File: config.mk
export PLATFORM = sky130hd
export DESIGN_NAME = edd_front
export DESIGN_NICKNAME = d
export VERILOG_FILES = /design/src/edd_pkg.sv /design/src/edd_front.sv
export SDC_FILE = /design/constraint.sdc
export NUM_CORES = 1
export LEC_CHECK = 0
export BUFFER_PORTS_ARGS = -buffer_cell sky130_fd_sc_hd__buf_2
export CORE_MARGIN = 2
export CORE_UTILIZATION = 35
export DETAILED_ROUTE_END_ITERATION = 16
export PLACE_DENSITY_LB_ADDON = 0.08
export SLEW_MARGIN = 20
export SYNTH_ARGS = -nofsm -noshare
export SYNTH_HDL_FRONTEND = slang
export SYNTH_SLANG_ARGS = --single-unit
File: constraint.sdc
create_clock -name clk -period 15.1 [get_ports clk]
set_input_delay 2.265 -clock clk [delete_from_list [all_inputs] [get_ports clk]]
set_output_delay 2.265 -clock clk [all_outputs]
set_load 0.005 [all_outputs]
File: src/edd_pkg.sv
// Shared types, constants and arithmetic for the error-diffusion dither.
// Used by every design module of the block; depends on nothing.
package edd_pkg;

    // Row buffer size and derived widths
    localparam int MAX_LINE_WIDTH = 1024;
    localparam int COL_W          = $clog2(MAX_LINE_WIDTH);
    localparam int LINE_W_W       = 11;
    localparam int ROW_W          = 16;
    localparam int CFG_DATA_W     = 16;
    localparam int CMP_W          = (COL_W + 1 > LINE_W_W) ? COL_W + 1 : LINE_W_W;

    // Decoupling queue between front and back
    localparam int QUEUE_DEPTH = 4;
    localparam int QPTR_W      = $clog2(QUEUE_DEPTH);

    // Configuration register indexes
    localparam logic [0:0] REG_LINE_WIDTH   = 1'b0;
    localparam logic [0:0] REG_FRAME_HEIGHT = 1'b1;

    // Configuration reset values
    localparam logic [LINE_W_W-1:0] LINE_WIDTH_RESET   = 11'd640;
    localparam logic [ROW_W-1:0]    FRAME_HEIGHT_RESET = 16'd480;

    // Luma weights in 0.16 fixed point, plus rounding half
    localparam logic [24:0] GRAY_R_COEF = 25'd19595;
    localparam logic [24:0] GRAY_G_COEF = 25'd38470;
    localparam logic [24:0] GRAY_B_COEF = 25'd7471;
    localparam logic [24:0] GRAY_ROUND  = 25'd32768;

    // One classified pixel, as it travels from front to back
    typedef struct packed {
        logic [7:0]       gray;
        logic [COL_W-1:0] col;
        logic             has_above;
        logic             has_left;
        logic             eof;
    } edd_item_t;

    // Add 2/8 or 3/8 of an error to a level, round half up, clamp to 0..255
    function automatic logic [7:0] add_share(
        input logic [7:0]        level,
        input logic signed [7:0] err,
        input logic              k_is_three
    );
        logic signed [12:0] scaled;
        logic signed [12:0] sum;
        scaled = k_is_three ? ((13'(err) <<< 1) + 13'(err)) : (13'(err) <<< 1);
        sum    = $signed({2'b00, level, 3'b000}) + scaled + 13'sd4;
        if (sum[12])
            add_share = 8'd0;
        else if (sum[11])
            add_share = 8'hFF;
        else
            add_share = sum[10:3];
    endfunction

endpackage

File: src/edd_front.sv
// Front part of the dither: configuration registers, pixel intake, gray
// conversion and row/column tracking. Depends on edd_pkg.
module edd_front (
    input  logic                            clk,
    input  logic                            rst_n,
    input  logic                            cfg_write,
    input  logic [0:0]                      cfg_index,
    input  logic [edd_pkg::CFG_DATA_W-1:0]  cfg_data,
    input  logic                            pix_valid,
    output logic                            pix_ready,
    input  logic [7:0]                      red,
    input  logic [7:0]                      green,
    input  logic [7:0]                      blue,
    input  logic                            q_full,
    output logic                            q_push,
    output edd_pkg::edd_item_t              q_item
);

    logic [edd_pkg::LINE_W_W-1:0] line_width_reg;
    logic [edd_pkg::ROW_W-1:0]    frame_height_reg;
    logic [edd_pkg::COL_W-1:0]    col_reg;
    logic [edd_pkg::COL_W-1:0]    col_next;
    logic [edd_pkg::ROW_W-1:0]    row_reg;
    logic [edd_pkg::ROW_W-1:0]    row_next;
    logic [edd_pkg::COL_W:0]      col_plus;
    logic [edd_pkg::ROW_W:0]      row_plus;
    logic                         last_col;
    logic                         last_row;
    logic [24:0]                  gray_sum;

    // Write configuration registers
    always_ff @(posedge clk or negedge rst_n)
    begin
        if (!rst_n)
        begin
            line_width_reg   <= edd_pkg::LINE_WIDTH_RESET;
            frame_height_reg <= edd_pkg::FRAME_HEIGHT_RESET;
        end
        else if (cfg_write)
        begin
            unique case (cfg_index)
                edd_pkg::REG_LINE_WIDTH:
                    line_width_reg <= cfg_data[edd_pkg::LINE_W_W-1:0];
                edd_pkg::REG_FRAME_HEIGHT:
                    frame_height_reg <= cfg_data[edd_pkg::ROW_W-1:0];
            endcase
        end
    end

    // Accept while the queue has room
    assign pix_ready = !q_full;
    assign q_push    = pix_valid && pix_ready;

    // Detect row and frame ends; width zero acts as one, wide rows clamp to the buffer
    assign col_plus = {1'b0, col_reg} + 1'b1;
    assign row_plus = {1'b0, row_reg} + 1'b1;
    assign last_col = (edd_pkg::CMP_W'(col_plus) >= edd_pkg::CMP_W'(line_width_reg))
                   || (col_reg == edd_pkg::COL_W'(edd_pkg::MAX_LINE_WIDTH - 1));
    assign last_row = row_plus >= {1'b0, frame_height_reg};

    // Advance position counters
    always_comb
    begin
        col_next = col_reg;
        row_next = row_reg;
        if (q_push)
        begin
            if (last_col)
            begin
                col_next = '0;
                row_next = last_row ? '0 : row_plus[edd_pkg::ROW_W-1:0];
            end
            else
            begin
                col_next = col_plus[edd_pkg::COL_W-1:0];
            end
        end
    end

    always_ff @(posedge clk or negedge rst_n)
    begin
        if (!rst_n)
        begin
            col_reg <= '0;
            row_reg <= '0;
        end
        else
        begin
            col_reg <= col_next;
            row_reg <= row_next;
        end
    end

    // Convert to gray with rounding
    assign gray_sum = edd_pkg::GRAY_R_COEF * 25'(red)
                    + edd_pkg::GRAY_G_COEF * 25'(green)
                    + edd_pkg::GRAY_B_COEF * 25'(blue)
                    + edd_pkg::GRAY_ROUND;

    // Classify the request for the back part
    always_comb
    begin
        q_item.gray      = gray_sum[23:16];
        q_item.col       = col_reg;
        q_item.has_above = row_reg != '0;
        q_item.has_left  = col_reg != '0;
        q_item.eof       = last_col && last_row;
    end

endmodule

==> impl_metrics.toml, run 1 <==
[sta]
setup_viol = 0
skew_ns = 0.0128
worstMarginPinSlew_ns = 1.10
rsz0062_at_grt = "no"
fmax_ghz = 0.0850
max_slew_margin_pct = 26.8
drv_slew = 0
tns_ns = 0
fin_crit_ns = 11.76
finalCritPeriodShare_pct = 77.9
hold_violations = 0

[finish]
antennaDiodeCount = 0
area_growth_pct = 9.31
fin_nets = 1439
layout-drive-gt1-share_pct = 11.7

[die]
die_x_um = 170
row_count = 60
core_area_sq_um = 27000
start_util_pct = 35.7
die_h_um = 170
fp.dieArea_sq_um = 28900
ios = 69

[detailed_routing]
wl_per_cell_um = 16.1
viasPerCell = 4.88
drtIter0Drc = 234
drt_wl_total_mm = 23.0
ant_nets = 0
firstDrtPassIters = 4
drc = 0
num_vias = 6940

[cts]
htree_num_levels = 2
cts_buffer_depth = 2
cts_tree = "done"
clk_latency_ns = 0.30
cts_root_buf = "clkbuf_16"
clk_pin_slew_ns = 0.07
cts_setup_buffers = 0
hold_buffers = 0
cts_made_buffers = 5
cts_resized = 0
cts.sinks = 53

[synth]
synth_area_per_cell_sq_um = 9.46
synth-seq-area-share_pct = 13.8
synth_cell_types = 60
netlist.top_cell.by_area = "ha_1"
synthArstFlopShare_pct = 100
yosysWarnings = 0
synth_edf_count = 0
synth_nets = 1379
yosysMostFrequentCell = "inv_1"
yosys_most_used_dff = "dfrtp_1"
syn_area_sq_um = 9640
syn_inst = 1020
ys_seq_elements = 53
yosys.area.top_type_share_pct = 25.2
synth_commonest_cells = "241 x inv_1, 194 x ha_1, 119 x fa_1, 54 x nand2_1, 47 x dfrtp_1"
ys_top_cells_by_area = "ha_1 25%, fa_1 25%, dfrtp_1 12%"

[grt]
grt_pass1_vias = 7309
grt_antenna_before_repair = 0
overflow = 0
grt_use_total_pct = 16.9
grt_first_pass_wirelength_mm = 38.4
grt_max_degree = 54

[critical_path]
worstSetupPathType = "primary input to primary output"
cp-end-kind = "primary output"
cp.required_ns = 12.84
worstPathMaxFanout = 7
arrival_ns = 9.50
start_kind = "primary input"

[placed_design]
io_buffers = 68
place.gp.congestion = 0.803
hpwl_mm = 19.9

[worst_hold_path]
hold_class = "flop to flop"

[outcome]
outcome = "finished, final reports clean"

[flow_run]
drv_cap = 0
==> metal layers <==
metal | up-vias | share of wire, % | track usage (%)
met5 | - | 0 | 0
met4 | 0 | 0.91 | 2.71
met3 | 10 | 2.8 | 1.33
met2 | 105 | 51 | 30.7
met1 | 3346 | 46 | 22.3
li1 | 3479 | - | -
==> worst max-delay path: stages <==
cell,delay (ns)
buf_2,0.17
inv_1,0.06
ha_1,0.19
ha_1,0.16
or2_2,0.30
fa_1,0.42
fa_1,0.47
ha_1,0.36
and4_1,0.26
o211a_1,0.14
a21oi_1,0.32
xnor2_1,0.16
ha_1,0.24
ha_1,0.29
fa_1,0.50
inv_1,0.05
fa_1,0.46
fa_1,0.55
inv_1,0.04
ha_1,0.33
nand4_1,0.16
nor2_1,0.06
a2111oi_0,0.52
o22a_1,0.36
nand2_1,0.12
o311ai_1,0.35
buf_2,0.18
==> cells by family (layout without fill, tap and decap cells) <==
group	count (synthesis)	in the layout	synth area share, %
buffers and inverters	260	321	10.2
XOR/XNOR	39	39	3.54
flip-flops	53	53	13.8
AO/OA/AOI/OAI	157	157	10.6
AND/OR/NAND/NOR	179	179	9.74
adder cells (fa/ha/maj)	313	313	49.9
multiplexers	19	19	2.21
==> worst paths after layout <==
check,start,endpoint,slack (ns),depth (start not counted)
hold reg to reg,frame_height_reg[13],frame_height_reg[13],0.51,1
max in group asynchronous,rst_n,frame_height_reg[10],12.51,2
setup / recovery,green[6],q_item[17],3.34,27
hold / removal,frame_height_reg[13],frame_height_reg[13],0.51,1
setup reg to reg,row_reg[0],row_reg[1],11.36,11
min in group asynchronous,rst_n,col_reg[3],2.10,2
==> cell usage in the layout, fill, tap and decap left out, types with 3 or more instances in the layout <==
cell type / Yosys / final
inv_1: 241 / 241
nand4_2: 3 / 3
or2_2: 3 / 3
nand2b_1: 12 / 12
nor2_1: 23 / 23
nor2b_1: 13 / 13
a31o_2: 11 / 11
buf_2: 5 / 68
dfstp_2: 6 / 6
dfrtp_1: 47 / 47
nand3_1: 18 / 18
o21ai_1: 5 / 5
nor3_1: 14 / 13
fa_1: 119 / 119
a211oi_1: 7 / 7
ha_1: 194 / 194
nand4_1: 11 / 11
a32oi_1: 3 / 3
o22ai_1: 8 / 8
a31oi_1: 9 / 9
nand2_1: 54 / 54
buf_4: 0 / 4
nor4_1: 4 / 4
o211ai_1: 4 / 4
mux2_2: 18 / 18
and2_1: 4 / 4
and3_1: 3 / 3
or3_1: 5 / 5
a21oi_1: 37 / 37
o21ai_0: 33 / 33
and4_1: 4 / 4
clkbuf_16: 0 / 5
a211o_1: 3 / 3
xor2_1: 12 / 12
a21o_1: 15 / 15
xnor2_1: 27 / 27
==> metrics by stage <==
stage | std cells | instance area (sq um) | hold slack [ns] | setup WS [ns] | utilization [%]
after global placement | 1414 | 10400 | 0.489 | 3.36 | 38.4
after CTS | 1422 | 10500 | 0.512 | 3.25 | 39.0
after floorplan | 1020 | 9640 | 0.479 | 4.25 | -
final | 1422 | 10500 | 0.506 | 3.34 | 39.0
after detailed placement | 1414 | 10400 | 0.495 | 3.28 | 38.4
after global routing | 1422 | 10500 | 0.527 | 2.84 | 39.0
==> area by class of cell <==
class                      count  area, sq um
sequential                    53         1330
tap                          341          427
fill                        2778        16500
timing repair buffer          72          370
clock inverter                 1         30.0
clock buffer                   7          143
multi-input combinational    707         7330
inverter                     241          905
Power of run 1 is left out: the tool's default activity adds up to more than one toggle a clock period on the data nets, which glitch-free logic cannot reach.
==> run 2: changes to the inputs <==
Clock period 15.1 ns to 10.5 ns, I/O delays scaled along.
==> run 2 against run 1 <==
Against the previous run:
- worst hold slack barely moved
- final cell count up 0.28%
- clock skew is 0.0089 ns lower
- sequential cell count stayed put
==> impl_metrics.toml, run 2 (synthesized netlist as in run 1, its figures left out) <==
[outcome]
outcome = "finished, final reports clean"

[detailed_routing]
wl_per_cell_um = 16.0
drc = 0
drt_wl_total_mm = 22.8
viasPerCell = 4.85
ant_nets = 0
num_vias = 6919
firstDrtPassIters = 4
drtIter0Drc = 264

[grt]
grt_first_pass_wirelength_mm = 38.2
grt_pass1_vias = 7337
grt_antenna_before_repair = 0
grt_use_total_pct = 16.8
use_met2_pct = 30.4
overflow = 0
gr-usage-met3_pct = 0.651
busiest_layer = "met2"
grtUsageMet1_pct = 22.5
grt_max_degree = 54

[sta]
fin_crit_ns = 10.07
max_slew_margin_pct = 24.0
setup_ws_ns = 0.434
drv_slew = 0
worstMarginPinSlew_ns = 1.14
hold_violations = 0
rsz0062_at_grt = "no"
fmax_ghz = 0.0993
skew_ns = 0.00381
setup_viol = 0
finalCritPeriodShare_pct = 95.9
tns_ns = 0

[finish]
area_growth_pct = 9.85
fin_nets = 1443
final_cells = 1426
fin_util_pct = 39.2
multi_input_area_sq_um = 7350
n_fill_cell = 2763
layout-drive-gt1-share_pct = 12.5
final_cell_mix = "241 x inv_1, 194 x ha_1, 119 x fa_1"
ff_latch_area_sq_um = 1330
final_common_cell = "inv_1"
antennaDiodeCount = 0

[worst_hold_path]
hold_class = "flop to flop"

[cts]
clk_latency_ns = 0.30
cts.sinks = 53
cts_made_buffers = 5
cts_root_buf = "clkbuf_16"
clk_pin_slew_ns = 0.07
hold_buffers = 0
cts_tree = "done"
htree_num_levels = 2
cts_buffer_depth = 2

[placed_design]
place.gp.congestion = 0.794
io_buffers = 68
hpwl_mm = 19.8
dp_cells = 1418
preCtsSetupSlack_ns = 0.0889

[die]
ios = 69
fp.dieArea_sq_um = 28900
die_x_um = 170
start_util_pct = 35.7
row_count = 60
core_area_sq_um = 27000
die_h_um = 170

[critical_path]
critPathBufInv = 5
max_stage_delay_ns = 0.56
crit_family = "adder cells"
cp.required_ns = 8.93
arrival_ns = 8.49
slowest_stage = "fa_1"
start_kind = "primary input"
worstSetupPathType = "primary input to primary output"
worstPathMaxFanout = 7
cp-end-kind = "primary output"
path_common_cell = "ha_1"

[flow_run]
drv_cap = 0
-- run 2: layer usage --
layer,vias to the layer above,routed length (um)
li1,3496,-
met2,70,11400
met1,3341,10700
met5,-,0
met4,0,318
met3,12,358
-- run 2: layout make-up --
type / instances / area share [%]
multi-input cells: 707 / 69.4
clock buffers: 6 / 1.31
clock inverters: 2 / 0.354
inverters: 241 / 8.54
flip-flops and latches: 53 / 12.6
repair buffers: 76 / 3.78
well taps: 341 / 4.03
-- run 2: worst paths after layout --
| path | cells after the start | to | slack [ns] | start |
|---|---|---|---|---|
| max | 27 | q_item[17] | 0.43 | green[6] |
| min | 1 | frame_height_reg[13] | 0.51 | frame_height_reg[13] |
| max reg2reg | 11 | row_reg[7] | 6.88 | row_reg[0] |
| min reg2reg | 1 | frame_height_reg[13] | 0.51 | frame_height_reg[13] |
| max in group asynchronous | 2 | row_reg[6] | 8.61 | rst_n |
| min in group asynchronous | 2 | col_reg[1] | 1.41 | rst_n |
-- run 2: through the flow --
stage | hold WS [ns] | instance area (sq um)
finish | 0.506 | 10600
global route | 0.519 | 10600
CTS | 0.511 | 10600
detailed placement | 0.493 | 10400
global placement | 0.489 | 10400
floorplan | 0.479 | 9640
-- run 2: timing repair --
| action | 4_1_cts | 5_1_grt |
|---|---|---|
| resized for setup | 0 | 5 |
| setup endpoints to repair | 0 | 5 |
| setup buffers | 0 | 0 |
| endpoints found under the hold margin | 0 | 0 |
-- run 2: worst register-to-register path, stage by stage (launching register included) --
cell	delay (ns)
dfrtp_1	0.47
ha_1	0.28
nand4_2	0.16
nor3_1	0.35
nand4_1	0.22
xnor2_1	0.26
ha_1	0.29
nand4_1	0.16
o22ai_1	0.12
or3_1	0.42
or3b_1	0.54
o41ai_2	0.25
Power of run 2 is left out for the same reason.
