<file path="config.mk">
export PLATFORM = sky130hd
export DESIGN_NAME = edd_queue
export DESIGN_NICKNAME = d
export VERILOG_FILES = /design/src/edd_pkg.sv /design/src/edd_queue.sv
export SDC_FILE = /design/constraint.sdc
export NUM_CORES = 1
export LEC_CHECK = 0
export ABC_AREA = 1
export BUFFER_PORTS_ARGS = -buffer_cell sky130_fd_sc_hd__buf_4
export CAP_MARGIN = 10
export CORE_MARGIN = 2
export CORE_UTILIZATION = 35
export CTS_BUF_LIST = sky130_fd_sc_hd__clkbuf_16
export CTS_CLUSTER_DIAMETER = 200
export DETAILED_ROUTE_END_ITERATION = 8
export PLACE_DENSITY_LB_ADDON = 0.3
export SKIP_CTS_REPAIR_TIMING = 1
export SYNTH_ARGS = -nofsm -noshare
export SYNTH_HDL_FRONTEND = slang
export SYNTH_SLANG_ARGS = --single-unit
export TNS_END_PERCENT = 10
</file>
<file path="constraint.sdc">
create_clock -name clk -period 3.68 [get_ports clk]
set_input_delay 0.368 -clock clk [delete_from_list [all_inputs] [get_ports clk]]
set_output_delay 0.368 -clock clk [all_outputs]
set_load 0.03 [all_outputs]
</file>
<file path="src/edd_pkg.sv">
// Shared types, constants and arithmetic for the error-diffusion dither.
// Used by every design module of the block; depends on nothing.
package edd_pkg;

    // Row buffer size and derived widths
    localparam int MAX_LINE_WIDTH = 1024;
    localparam int COL_W          = $clog2(MAX_LINE_WIDTH);
    localparam int LINE_W_W       = 11;
    localparam int ROW_W          = 16;
    localparam int CFG_DATA_W     = 16;
    localparam int CMP_W          = (COL_W + 1 > LINE_W_W) ? COL_W + 1 : LINE_W_W;

    // Decoupling queue between front and back
    localparam int QUEUE_DEPTH = 4;
    localparam int QPTR_W      = $clog2(QUEUE_DEPTH);

    // Configuration register indexes
    localparam logic [0:0] REG_LINE_WIDTH   = 1'b0;
    localparam logic [0:0] REG_FRAME_HEIGHT = 1'b1;

    // Configuration reset values
    localparam logic [LINE_W_W-1:0] LINE_WIDTH_RESET   = 11'd640;
    localparam logic [ROW_W-1:0]    FRAME_HEIGHT_RESET = 16'd480;

    // Luma weights in 0.16 fixed point, plus rounding half
    localparam logic [24:0] GRAY_R_COEF = 25'd19595;
    localparam logic [24:0] GRAY_G_COEF = 25'd38470;
    localparam logic [24:0] GRAY_B_COEF = 25'd7471;
    localparam logic [24:0] GRAY_ROUND  = 25'd32768;

    // One classified pixel, as it travels from front to back
    typedef struct packed {
        logic [7:0]       gray;
        logic [COL_W-1:0] col;
        logic             has_above;
        logic             has_left;
        logic             eof;
    } edd_item_t;

    // Add 2/8 or 3/8 of an error to a level, round half up, clamp to 0..255
    function automatic logic [7:0] add_share(
        input logic [7:0]        level,
        input logic signed [7:0] err,
        input logic              k_is_three
    );
        logic signed [12:0] scaled;
        logic signed [12:0] sum;
        scaled = k_is_three ? ((13'(err) <<< 1) + 13'(err)) : (13'(err) <<< 1);
        sum    = $signed({2'b00, level, 3'b000}) + scaled + 13'sd4;
        if (sum[12])
            add_share = 8'd0;
        else if (sum[11])
            add_share = 8'hFF;
        else
            add_share = sum[10:3];
    endfunction

endpackage

</file>
<file path="src/edd_queue.sv">
// Short first-in first-out queue of classified pixels between front and back.
// Depends on edd_pkg for the entry type and depth.
module edd_queue (
    input  logic               clk,
    input  logic               rst_n,
    input  logic               push,
    input  edd_pkg::edd_item_t push_item,
    output logic               full,
    input  logic               pop,
    output edd_pkg::edd_item_t pop_item,
    output logic               empty
);

    edd_pkg::edd_item_t          entry_reg [edd_pkg::QUEUE_DEPTH];
    logic [edd_pkg::QPTR_W-1:0]  wr_ptr_reg;
    logic [edd_pkg::QPTR_W-1:0]  rd_ptr_reg;
    logic [edd_pkg::QPTR_W:0]    count_reg;
    logic [edd_pkg::QPTR_W:0]    count_next;

    assign full     = count_reg == (edd_pkg::QPTR_W + 1)'(edd_pkg::QUEUE_DEPTH);
    assign empty    = count_reg == '0;
    assign pop_item = entry_reg[rd_ptr_reg];

    // Track fill level
    always_comb
    begin
        count_next = count_reg;
        if (push && !pop)
            count_next = count_reg + 1'b1;
        else if (pop && !push)
            count_next = count_reg - 1'b1;
    end

    // Advance pointers
    always_ff @(posedge clk or negedge rst_n)
    begin
        if (!rst_n)
        begin
            wr_ptr_reg <= '0;
            rd_ptr_reg <= '0;
            count_reg  <= '0;
        end
        else
        begin
            if (push)
                wr_ptr_reg <= wr_ptr_reg + 1'b1;
            if (pop)
                rd_ptr_reg <= rd_ptr_reg + 1'b1;
            count_reg <= count_next;
        end
    end

    // Store entries
    always_ff @(posedge clk)
    begin
        if (push)
            entry_reg[wr_ptr_reg] <= push_item;
    end

endmodule

</file>
==> results of run 1 <==
-- cell usage in the layout (no fill, tap or decap) --
master / n
sky130_fd_sc_hd__o21ai_1: 1
sky130_fd_sc_hd__nand2_2: 18
sky130_fd_sc_hd__edfxtp_1: 84
sky130_fd_sc_hd__dfrtp_4: 1
sky130_fd_sc_hd__o211ai_1: 21
sky130_fd_sc_hd__nand4_1: 1
sky130_fd_sc_hd__nand2_1: 58
sky130_fd_sc_hd__inv_8: 1
sky130_fd_sc_hd__fa_1: 1
sky130_fd_sc_hd__buf_4: 49
sky130_fd_sc_hd__clkbuf_16: 9
sky130_fd_sc_hd__inv_6: 3
sky130_fd_sc_hd__dfrtp_1: 6
sky130_fd_sc_hd__xor2_1: 3
sky130_fd_sc_hd__clkinvlp_4: 1
sky130_fd_sc_hd__inv_1: 54
sky130_fd_sc_hd__ha_1: 5
sky130_fd_sc_hd__dlygate4sd3_1: 1
sky130_fd_sc_hd__xnor2_1: 1
sky130_fd_sc_hd__nand3_1: 1
sky130_fd_sc_hd__bufinv_16: 2
sky130_fd_sc_hd__nor3_1: 2
sky130_fd_sc_hd__o211ai_2: 21
-- layer usage --
layer / vias to the layer above / track usage / routed length, µm
li1: 1090 / - / -
met1: 1045 / 0.1545 / 3118
met2: 48 / 0.2068 / 3342
met3: 11 / 0.03116 / 300
met4: 0 / 0.04882 / 106
met5: - / 0 / 0
-- kinds of logic after synthesis --
family / synth area share
compound gates: 0.1080
fa+ha+maj: 0.02097
buf+inv: 0.08799
simple gates: 0.08926
xor+xnor: 0.008896
flops: 0.6849
-- layout make-up --
| cell class | count | area, µm² |
|---|---|---|
| clock buffers | 9 | 225.2 |
| clock inverters | 7 | 105.1 |
| fillers | 1009 | 6206 |
| inverters | 54 | 202.7 |
| multi-input cells | 133 | 894.6 |
| flip-flops and latches | 91 | 2701 |
| well taps | 140 | 175.2 |
| repair buffers | 50 | 377.9 |
-- report_power, final --
| group | internal, mW | total, mW | switching, mW |
|---|---|---|---|
| clock | 0.606 | 1.00 | 0.394 |
| combinational | 0.542 | 1.49 | 0.944 |
| sequential | 1.37 | 1.61 | 0.244 |
-- critical path, stage by stage (launching register included) --
cell                       delay [ns]
sky130_fd_sc_hd__dfrtp_4         1.12
sky130_fd_sc_hd__nand2_1         0.12
sky130_fd_sc_hd__o211ai_1        0.13
sky130_fd_sc_hd__nand2_1         0.10
sky130_fd_sc_hd__buf_4           0.18
-- worst max path at each step --
stage / startpoint / end / slack (ns) / cells past startpoint
6_report: rd_ptr_reg[0]$_DFFE_PN0P_ / pop_item[12] / 1.30 / 4
2_1_floorplan: count_reg[0]$_DFFE_PN0P_ / empty / 2.18 / 1
4_1_cts: rd_ptr_reg[0]$_DFFE_PN0P_ / pop_item[5] / 1.27 / 4
3_5_place_dp: rd_ptr_reg[0]$_DFFE_PN0P_ / pop_item[16] / 1.65 / 4
5_1_grt: rd_ptr_reg[0]$_DFFE_PN0P_ / pop_item[15] / 1.10 / 4
3_3_place_gp: rd_ptr_reg[0]$_DFFE_PN0P_ / pop_item[15] / 1.68 / 4
==> results by group, run 1 <==
Cells and area
  – Post-route core utilization: 0.4300
  – Final Instance Count excl. Fillers: 484
  – Count of antenna diodes in the layout: 0
  – Post-route cell area: 4682 µm²
  – Net count of the finished layout: 370
  – Flip-flop count of the largest register after layout: 84
  – Synthesis-to-finish area growth: 18.87%
  – Fraction of layout cells with a size suffix above 1: 0.3052

STA
  – Min Hold Slack: 0.2264 ns
  – Unrepaired setup endpoints after global routing: false
  – Slew of the pin with the lowest slew margin: 1.059 ns
  – Max Freq: 420.9 MHz
  – Number of hold violations in the final report: 0
  – Worst path setup slack after routing: 1.304 ns
  – Clock skew after layout: 0.004621 ns
  – Portion of the clock cycle consumed by the worst path in the final layout: 0.6456
  – Aggregate negative setup slack: 0 ns
  – Total setup violations reported at the end of the flow: 0
  – Slew Viols, Final: 0
  – Clock period minus worst slack: 2.376 ns
  – Slew margin rel.: 0.2942

CTS
  – Number of buffers created by CTS: 9
  – Number of sinks handled by clock tree synthesis: 91
  – Clock transition time at the flip-flop clock pins of the worst setup and hold paths: roughly 0.060 ns
  – Clk buf depth: 2
  – Latest clock arrival within the worst-skew pair: 0.34 ns
  – Root Buffer: sky130_fd_sc_hd__clkbuf_16
  – CTS tree: done
  – Maximum level of the CTS H-tree: 3

Detailed routing
  – Avg Vias per Cell: 4.533
  – Routed length per placed instance: 14.19 µm
  – Number of routed nets with antenna violations: 0
  – 1st-iter DRT viols: roughly 90
  – Residual DRC: 0
  – Total wire length: 6868 µm
  – Via count of the routed design: 2194
  – Detailed-routing iteration count for the pre-antenna-repair pass: 4

GRT
  – Antenna violations before repair: 0
  – Total gr overflow: 0
  – Overall fraction of global-route tracks in use: 0.1240
  – Via count of the first global-routing pass: 2098
  – Maximum number of pins on one net before global-route repair: 87
  – Global-route wire length before repair: roughly 11000 µm

Setup path
  – Critical path startpoint category: flip-flop
  – Kind of critical path: reg -> out
  – Worst endpoint data arrival time: ~2.0 ns
  – Type of element capturing the critical path: primary output
  – Worst reg-to-reg setup slack: 1.87 ns
  – Capture instance of the worst register-to-register path: entry_reg[2][4]$_DFFE_PP_
  – R2R Path Start: wr_ptr_reg[0]$_DFFE_PN0P_
  – Crit path required time: 3.31 ns
  – R2R depth: 4
  – Top fanout value on the critical path: 86

Placement
  – Count of buffers from port buffering: 47
  – DPL Wire Length: 4119 µm
  – Placer Congestion: 0.6973
  – Pre-CTS setup slack: 1.654 ns
  – Placed cell areas: 4342 µm²
  – Placed Instances: 467

Worst hold path
  – Hold endpoint: rd_ptr_reg[0]$_DFFE_PN0P_
  – Beginning of the worst hold path: pop
  – Hold crit path type: in -> reg
  – Worst Hold Depth: 2

Die
  – Area of the placeable core: 10890 µm²
  – Horizontal extent of the die: 110.1 µm
  – Die area: 12120 µm²
  – Std cell rows: 38
  – I/O pin count: 48
  – Floorplan die height: 110.1 µm
  – Starting utilization of the core area: 0.3618

Power
  – Total power after layout: ~4.1 mW
  – Maximum vdd ir drop: 0.4234 mV
  – Leakage dissipation: 1.929 nW
  – Total power per unit cell area: 875.6 nW/µm²

Synth
  – Number of storage elements in the synthesis netlist: 91
  – Area share of the largest cell type after synthesis: 0.6404
  – Unique masters post-synth: 21
  – Post-synth top area cell: sky130_fd_sc_hd__edfxtp_1
  – Mapped Area: 3939 µm²
  – Sequential area share after synthesis: 0.6849
  – Yosys warns: 0
  – Mean cell area of the mapped netlist: 13.44 µm²
  – Synth Net Count: about 320
  – Most repeated cell in the gate-level netlist after synthesis: sky130_fd_sc_hd__edfxtp_1
  – Main flop type after synthesis: sky130_fd_sc_hd__edfxtp_1
  – Commonest cells post-synth: sky130_fd_sc_hd__edfxtp_1, sky130_fd_sc_hd__nand2_1, sky130_fd_sc_hd__inv_1
  – Biggest area contributors in the synthesized netlist: sky130_fd_sc_hd__edfxtp_1, sky130_fd_sc_hd__o211ai_2, sky130_fd_sc_hd__nand2_1, sky130_fd_sc_hd__inv_1, sky130_fd_sc_hd__dfrtp_1
  – Number of synthesized flops with an enable pin: between 80 and 90
  – Post-Syn Instances: 293
  – Proportion of synthesized flip-flops having asynchronous set or reset: 0.07692

Run
  – Max-capacitance violation count: 0

Run status
  – Result of the run: finished clean
(Power assumes the default switching activity.)
==> run 2, diff against run 1 <==
--- a/config.mk
+++ b/config.mk
@@ -5,7 +5,7 @@
 export SDC_FILE = /design/constraint.sdc
 export NUM_CORES = 1
 export LEC_CHECK = 0
-export ABC_AREA = 1
+export ABC_AREA = 0
 export BUFFER_PORTS_ARGS = -buffer_cell sky130_fd_sc_hd__buf_4
 export CAP_MARGIN = 10
 export CORE_MARGIN = 2
==> constraint.sdc (replaced) <==
create_clock -name clk -period 1.9 [get_ports clk]
set_input_delay 0.19 -clock clk [delete_from_list [all_inputs] [get_ports clk]]
set_output_delay 0.19 -clock clk [all_outputs]
set_load 0.03 [all_outputs]
==> run 2 against run 1 <==
Against the previous run:
- non-clock buffer count up 10
- flip-flop and latch count is the same
- area after synthesis decreased by 12%
- combinational power grew 73%
- clock skew grew 0.0021 ns
- register-to-register slack lost 1.4 ns
- global-route usage shrank 1.1 points
- worst setup slack lost 1.3 ns
- total power is 71% higher
- synthesized cell count fell by 51%
- first-iteration DRC count is 52% lower
- cell count is 28% lower
==> results by group, run 2 <==
Setup path
  – Largest stage delay on the critical path: roughly 0.52 ns
  – R2R Path Start: wr_ptr_reg[0]$_DFFE_PN0P_
  – Family of cells with the greatest summed delay on the critical path: multiplexers
  – Capture instance of the worst register-to-register path: entry_reg[0][4]$_DFFE_PP_
  – Most used cell, CP: sky130_fd_sc_hd__buf_4
  – Type of element capturing the critical path: primary output
  – Top fanout value on the critical path: 6
  – Crit path required time: approximately 1.7 ns
  – Critical path buffers and inverters: 2
  – Kind of critical path: reg -> out
  – R2R depth: 4
  – Crit path max-delay cell type: sky130_fd_sc_hd__mux4_2
  – Worst endpoint data arrival time: roughly 1.7 ns
  – Worst reg-to-reg setup slack: 0.47 ns
  – CP cell instances: buf_4, mux4_2, buf_4
  – Critical path startpoint category: flip-flop

Synth
  – Synth Net Count: 175
  – Number of synthesized flops with an enable pin: 84
  – Area share of the largest cell type after synthesis: 0.7294
  – Mapped Area: 3458 µm²
  – Mean cell area of the mapped netlist: 24.02 µm²
  – Most repeated cell in the gate-level netlist after synthesis: sky130_fd_sc_hd__edfxtp_1
  – Post-synth top area cell: sky130_fd_sc_hd__edfxtp_1
  – Main flop type after synthesis: sky130_fd_sc_hd__edfxtp_1
  – Sequential area share after synthesis: 0.7800
  – Yosys warns: 0
  – Proportion of synthesized flip-flops having asynchronous set or reset: 0.07692
  – Unique masters post-synth: 19
  – Post-Syn Instances: 144
  – Biggest area contributors in the synthesized netlist: sky130_fd_sc_hd__edfxtp_1, sky130_fd_sc_hd__mux4_2, sky130_fd_sc_hd__dfrtp_1, sky130_fd_sc_hd__mux4_1, sky130_fd_sc_hd__ha_1
  – Commonest cells post-synth: sky130_fd_sc_hd__edfxtp_1, sky130_fd_sc_hd__mux4_2, sky130_fd_sc_hd__dfrtp_1
  – Number of storage elements in the synthesis netlist: 91

Cells and area
  – Count of antenna diodes in the layout: 0
  – Fraction of layout cells with a size suffix above 1: 0.4512
  – Flip-flop count of the largest register after layout: between 80 and 90
  – Commonest cells after routing, fill and taps aside: sky130_fd_sc_hd__edfxtp_1, sky130_fd_sc_hd__buf_4, sky130_fd_sc_hd__mux4_2
  – Fillcell total: 839
  – Synthesis-to-finish area growth: 25.40%
  – Post-route cell area: 4337 µm²
  – Commonest non-fill, non-tap cell in the layout: sky130_fd_sc_hd__edfxtp_1
  – Net count of the finished layout: between 200 and 250
  – Post-route core utilization: 0.4478

STA
  – Slew Viols, Final: 0
  – Clock period minus worst slack: 1.855 ns
  – Portion of the clock cycle consumed by the worst path in the final layout: 0.9762
  – Slew of the pin with the lowest slew margin: roughly 0.23 ns
  – Slew margin rel.: 0.8456
  – Max Freq: ~540 MHz
  – Clock skew after layout: a little under 0.007 ns
  – Number of hold violations in the final report: 0
  – Total setup violations reported at the end of the flow: 0

CTS
  – Clock transition time at the flip-flop clock pins of the worst setup and hold paths: ~0.07 ns
  – Clk buf depth: 2
  – Root Buffer: sky130_fd_sc_hd__clkbuf_16
  – Maximum level of the CTS H-tree: 3
  – Latest clock arrival within the worst-skew pair: 0.33 ns
  – CTS tree: done
  – Number of sinks handled by clock tree synthesis: 91
  – Number of buffers created by CTS: 9

Placement
  – Placer Congestion: 0.6298
  – Count of buffers from port buffering: 47
  – DPL Wire Length: 3700 µm
  – Placed cell areas: 4035 µm²

Die
  – Area of the placeable core: about 9700 µm²
  – Std cell rows: 36
  – I/O pin count: 48
  – Horizontal extent of the die: roughly 100 µm
  – Starting utilization of the core area: 0.3571
  – Die area: ~11000 µm²
  – Floorplan die height: 103.4 µm

Power
  – Maximum vdd ir drop: 0.5695 mV
  – Total power per unit cell area: 1614 nW/µm²
  – Total power after layout: 7.001 mW
  – Leakage dissipation: approximately 1.5 nW

Detailed routing
  – Routed length per placed instance: 16.18 µm
  – Detailed-routing iteration count for the pre-antenna-repair pass: 3
  – Via count of the routed design: ~1500
  – 1st-iter DRT viols: 44
  – Number of routed nets with antenna violations: 0
  – Residual DRC: 0
  – Total wire length: 5630 µm
  – Avg Vias per Cell: around 4.4

Run status
  – Result of the run: finished clean

Worst hold path
  – Worst Hold Depth: 1
  – Hold endpoint: entry_reg[1][14]$_DFFE_PP_
  – Hold crit path type: in -> reg
  – Beginning of the worst hold path: push_item[14]

GRT
  – Via count of the first global-routing pass: 1676
  – Antenna violations before repair: 0
  – Total gr overflow: 0
  – Global-route wire length before repair: 8493 µm
  – Overall fraction of global-route tracks in use: 0.1132
  – Maximum number of pins on one net before global-route repair: 20

Run
  – Max-capacitance violation count: 0
## run 2: final cells by class
class | instances | area [µm²] | share of cell area
inverter | 4 | 15.01 | 0.003462
timing repair buffer | 60 | 503.0 | 0.1160
clock inverter | 7 | 55.05 | 0.01269
tap | 133 | 166.4 | 0.03837
clock buffer | 9 | 225.2 | 0.05193
sequential | 91 | 2699 | 0.6223
multi-input combinational | 44 | 673.1 | 0.1552
## run 2: where the power goes
part	internal, mW	switching, mW	leakage, nW
Combinational	1.18	1.41	0.552
Clock	0.893	0.713	0.131
Sequential	2.64	0.168	0.853
Total	4.71	2.29	1.54
## run 2: cells by family (layout without fill, tap and decap cells)
logic type,Yosys count,count (layout),share of synthesized area
xor gates and xnor gates,6,6,0.01520
DFF,91,91,0.7800
AOI/OAI and AO/OA,1,1,0.001446
muxes,22,22,0.1433
buffers and inverters,9,80,0.02207
adders and majority gates,6,6,0.02388
and+or+nand+nor,9,9,0.01411
## run 2: layer usage
| metal | up-vias | wire (µm) | part of all wire | track usage |
|---|---|---|---|---|
| met5 | - | 0 | 0 | 0 |
| met4 | 0 | 79 | 0.014 | 0.05162 |
| met3 | 9 | 284 | 0.050 | 0.03293 |
| met2 | 35 | 2798 | 0.50 | 0.1886 |
| met1 | 782 | 2468 | 0.44 | 0.1366 |
| li1 | 716 | - | - | - |
## run 2: worst register-to-register path, cell delays in order, from the launching register on
cell and delay (ns):
sky130_fd_sc_hd__dfrtp_1 0.42, sky130_fd_sc_hd__inv_1 0.10, sky130_fd_sc_hd__ha_1 0.13, sky130_fd_sc_hd__and2_1 0.21
sky130_fd_sc_hd__buf_4 0.26
## run 2: worst max-delay path by stage
stage                               from                        end  slack [ns]  depth (start not counted)
6_report       rd_ptr_reg[0]$_DFFE_PN0P_                pop_item[0]        0.05                          3
5_1_grt        rd_ptr_reg[0]$_DFFE_PN0P_               pop_item[15]      -0.003                          3
4_1_cts        rd_ptr_reg[0]$_DFFE_PN0P_               pop_item[16]       -0.07                          3
3_5_place_dp   rd_ptr_reg[0]$_DFFE_PN0P_               pop_item[16]        0.29                          3
3_3_place_gp   rd_ptr_reg[0]$_DFFE_PN0P_               pop_item[17]        0.31                          3
2_1_floorplan  wr_ptr_reg[0]$_DFFE_PN0P_  entry_reg[0][0]$_DFFE_PP_        0.36                          3
## run 2: stage by stage
step / hold WS (ns) / instances / setup WS [ns] / TNS, ns
after floorplan: -0.1056 / 144 / 0.3567 / 0
after global placement: 0.01316 / 328 / 0.3130 / 0
after CTS: -0.3425 / 344 / -0.07242 / -0.4783
after global routing: 0.04962 / 348 / -0.003044 / -0.008221
final: 0.06057 / 348 / 0.04528 / 0
after detailed placement: 0.01617 / 328 / 0.2922 / 0
==> run 3, diff against run 2 <==
--- a/config.mk
+++ b/config.mk
@@ -9,7 +9,7 @@
 export BUFFER_PORTS_ARGS = -buffer_cell sky130_fd_sc_hd__buf_4
 export CAP_MARGIN = 10
 export CORE_MARGIN = 2
-export CORE_UTILIZATION = 35
+export CORE_UTILIZATION = 51
 export CTS_BUF_LIST = sky130_fd_sc_hd__clkbuf_16
 export CTS_CLUSTER_DIAMETER = 200
 export DETAILED_ROUTE_END_ITERATION = 8
==> run 3 against run 2 <==
Against the previous run:
- routed wire length up 1.5%
- combinational power up 5%
- total power rose by 3.2%
- non-clock buffer count increased by 1
- via count grew 4.7%
- first-iteration DRC count grew to 3.2 times the previous value
- largest cell class unchanged
- count of clock-buffer cells in the layout stayed put
- flip-flop and latch count is the same
- critical path depth is the same
- clock power rose by 5%
- core utilization increased by 20 points
==> results by group, run 3 (synthesis results as in run 2) <==
Run status
  – Result of the run: finished clean

Detailed routing
  – Total wire length: 5715 µm
  – Number of routed nets with antenna violations: 0
  – Routed length per placed instance: just under 20 µm
  – 1st-iter DRT viols: 142
  – Via count of the routed design: 1615
  – Detailed-routing iteration count for the pre-antenna-repair pass: 4
  – Residual DRC: 0
  – Avg Vias per Cell: 5.456

Cells and area
  – Commonest cells after routing, fill and taps aside: sky130_fd_sc_hd__edfxtp_1, sky130_fd_sc_hd__buf_4, sky130_fd_sc_hd__mux4_2
  – Commonest non-fill, non-tap cell in the layout: sky130_fd_sc_hd__edfxtp_1
  – Synthesis-to-finish area growth: 25.04%
  – Fraction of layout cells with a size suffix above 1: 0.4537
  – Post-route cell area: 4324 µm²
  – Net count of the finished layout: 242
  – Flip-flop count of the largest register after layout: 84
  – Count of antenna diodes in the layout: 0
  – Post-route core utilization: 0.6472

CTS
  – Number of buffers created by CTS: 9
  – Latest clock arrival within the worst-skew pair: between 0.3 and 0.4 ns
  – Clk buf depth: 2
  – CTS tree: done
  – Maximum level of the CTS H-tree: 3
  – Clock transition time at the flip-flop clock pins of the worst setup and hold paths: 0.07 ns
  – Root Buffer: sky130_fd_sc_hd__clkbuf_16
  – Number of sinks handled by clock tree synthesis: 91

GRT
  – Global-route wire length before repair: 8804 µm
  – Maximum number of pins on one net before global-route repair: 19
  – Overall fraction of global-route tracks in use: 0.1658
  – Total gr overflow: 0
  – Via count of the first global-routing pass: approximately 1700
  – Antenna violations before repair: 0

Setup path
  – Kind of critical path: reg -> out
  – R2R depth: 4
  – Crit path required time: about 1.7 ns
  – R2R Path Start: wr_ptr_reg[0]$_DFFE_PN0P_
  – Top fanout value on the critical path: 5
  – Type of element capturing the critical path: primary output
  – Critical path startpoint category: flip-flop
  – Worst reg-to-reg setup slack: around 0.37 ns
  – Worst endpoint data arrival time: between 1.5 and 2 ns
  – Capture instance of the worst register-to-register path: entry_reg[2][16]$_DFFE_PP_

STA
  – Max Freq: 534.7 MHz
  – Unrepaired setup endpoints after global routing: true
  – Slew Viols, Final: 0
  – Clock period minus worst slack: 1.870 ns
  – Worst path setup slack after routing: between 0.02 and 0.03 ns
  – Portion of the clock cycle consumed by the worst path in the final layout: 0.9843
  – Min Hold Slack: ~0.049 ns
  – Clock skew after layout: roughly 0.007 ns
  – Slew of the pin with the lowest slew margin: 0.2993 ns
  – Number of hold violations in the final report: 0
  – Total setup violations reported at the end of the flow: 0
  – Slew margin rel.: 0.8005

Placement
  – Pre-CTS setup slack: 0.3332 ns
  – Count of buffers from port buffering: between 40 and 50
  – DPL Wire Length: between 3000 and 4000 µm
  – Placed cell areas: 3940 µm²
  – Placer Congestion: 0.6402

Die
  – I/O pin count: 48
  – Die area: 7455 µm²
  – Floorplan die height: about 86 µm
  – Horizontal extent of the die: roughly 86 µm
  – Std cell rows: 30
  – Starting utilization of the core area: 0.5176
  – Area of the placeable core: 6681 µm²

Power
  – Pint: 4.839 mW
  – Maximum vdd ir drop: between 0.8 and 0.9 mV
  – Leakage dissipation: 1.574 nW
  – Total power per unit cell area: 1671 nW/µm²
  – Total power after layout: 7.227 mW
  – Sw Pwr: 2.388 mW
  – Sequential share of power: 0.392
  – Clock group share of total power: 0.234
  – Combinational group share of total power: 0.374
  – Net Sw Frac: 0.3305

Worst hold path
  – Hold crit path type: in -> reg
  – Beginning of the worst hold path: push_item[3]
  – Worst Hold Depth: 1
  – Hold endpoint: entry_reg[3][3]$_DFFE_PP_

Run
  – Max-capacitance violation count: 0
run 3: cell count changes in the layout (fill, tap and decap cells not counted), moves of 2 or more:
cell                         before  now
sky130_fd_sc_hd__buf_12           4    1
sky130_fd_sc_hd__buf_4           55   46
sky130_fd_sc_hd__buf_6            0   11
sky130_fd_sc_hd__clkinvlp_4       3    0
sky130_fd_sc_hd__inv_8            1    3
run 3: metal layers:
layer / vias to the layer above / wire (µm) / track usage
met5: - / 0 / 0
met4: 0 / 123 / 0.07813
met3: 11 / 352 / 0.05714
met2: 48 / 3047 / 0.2755
met1: 827 / 2191 / 0.1948
li1: 729 / - / -
run 3: power groups by stage:
stage	combinational (mW)	sequential (mW)	clock (mW)
finish	2.70	2.83	1.69
global route	2.87	2.87	1.82
CTS	2.53	2.81	1.74
detailed placement	2.52	2.85	0
global placement	2.46	2.81	0
floorplan	1.78	2.78	0
run 3: worst max-delay path by stage:
stage                         startpoint                          to  slack, ns  cells past startpoint
2_1_floorplan  wr_ptr_reg[0]$_DFFE_PN0P_   entry_reg[0][0]$_DFFE_PP_       0.36                      3
5_1_grt        rd_ptr_reg[0]$_DFFE_PN0P_                 pop_item[0]      -0.02                      3
6_report       rd_ptr_reg[0]$_DFFE_PN0P_                 pop_item[8]       0.03                      3
3_5_place_dp   wr_ptr_reg[0]$_DFFE_PN0P_  entry_reg[2][19]$_DFFE_PP_       0.33                      4
3_3_place_gp   rd_ptr_reg[0]$_DFFE_PN0P_                pop_item[14]       0.37                      3
4_1_cts        rd_ptr_reg[0]$_DFFE_PN0P_                 pop_item[0]      -0.02                      3
run 3: metrics by stage:
step	setup TNS, ns	cells
after floorplan	0	144
after global placement	0	278
after detailed placement	0	278
after CTS	-0.1013	294
after global routing	-0.1359	296
final	0	296
run 3: worst max-delay path: stages, from the launching register on:
cell and delay, ns:
sky130_fd_sc_hd__dfrtp_2 0.46, sky130_fd_sc_hd__buf_8 0.15, sky130_fd_sc_hd__mux4_1 0.55, sky130_fd_sc_hd__buf_4 0.19
run 3: layout make-up:
| class | count | area [µm²] |
|---|---|---|
| repair buffers | 61 | 539.3 |
| clock buffers | 9 | 225.2 |
| well taps | 80 | 100.1 |
| flip-flops and latches | 91 | 2699 |
| fillers | 458 | 2357 |
| inverters | 4 | 15.01 |
| multi-input cells | 44 | 676.9 |
| clock inverters | 7 | 68.82 |
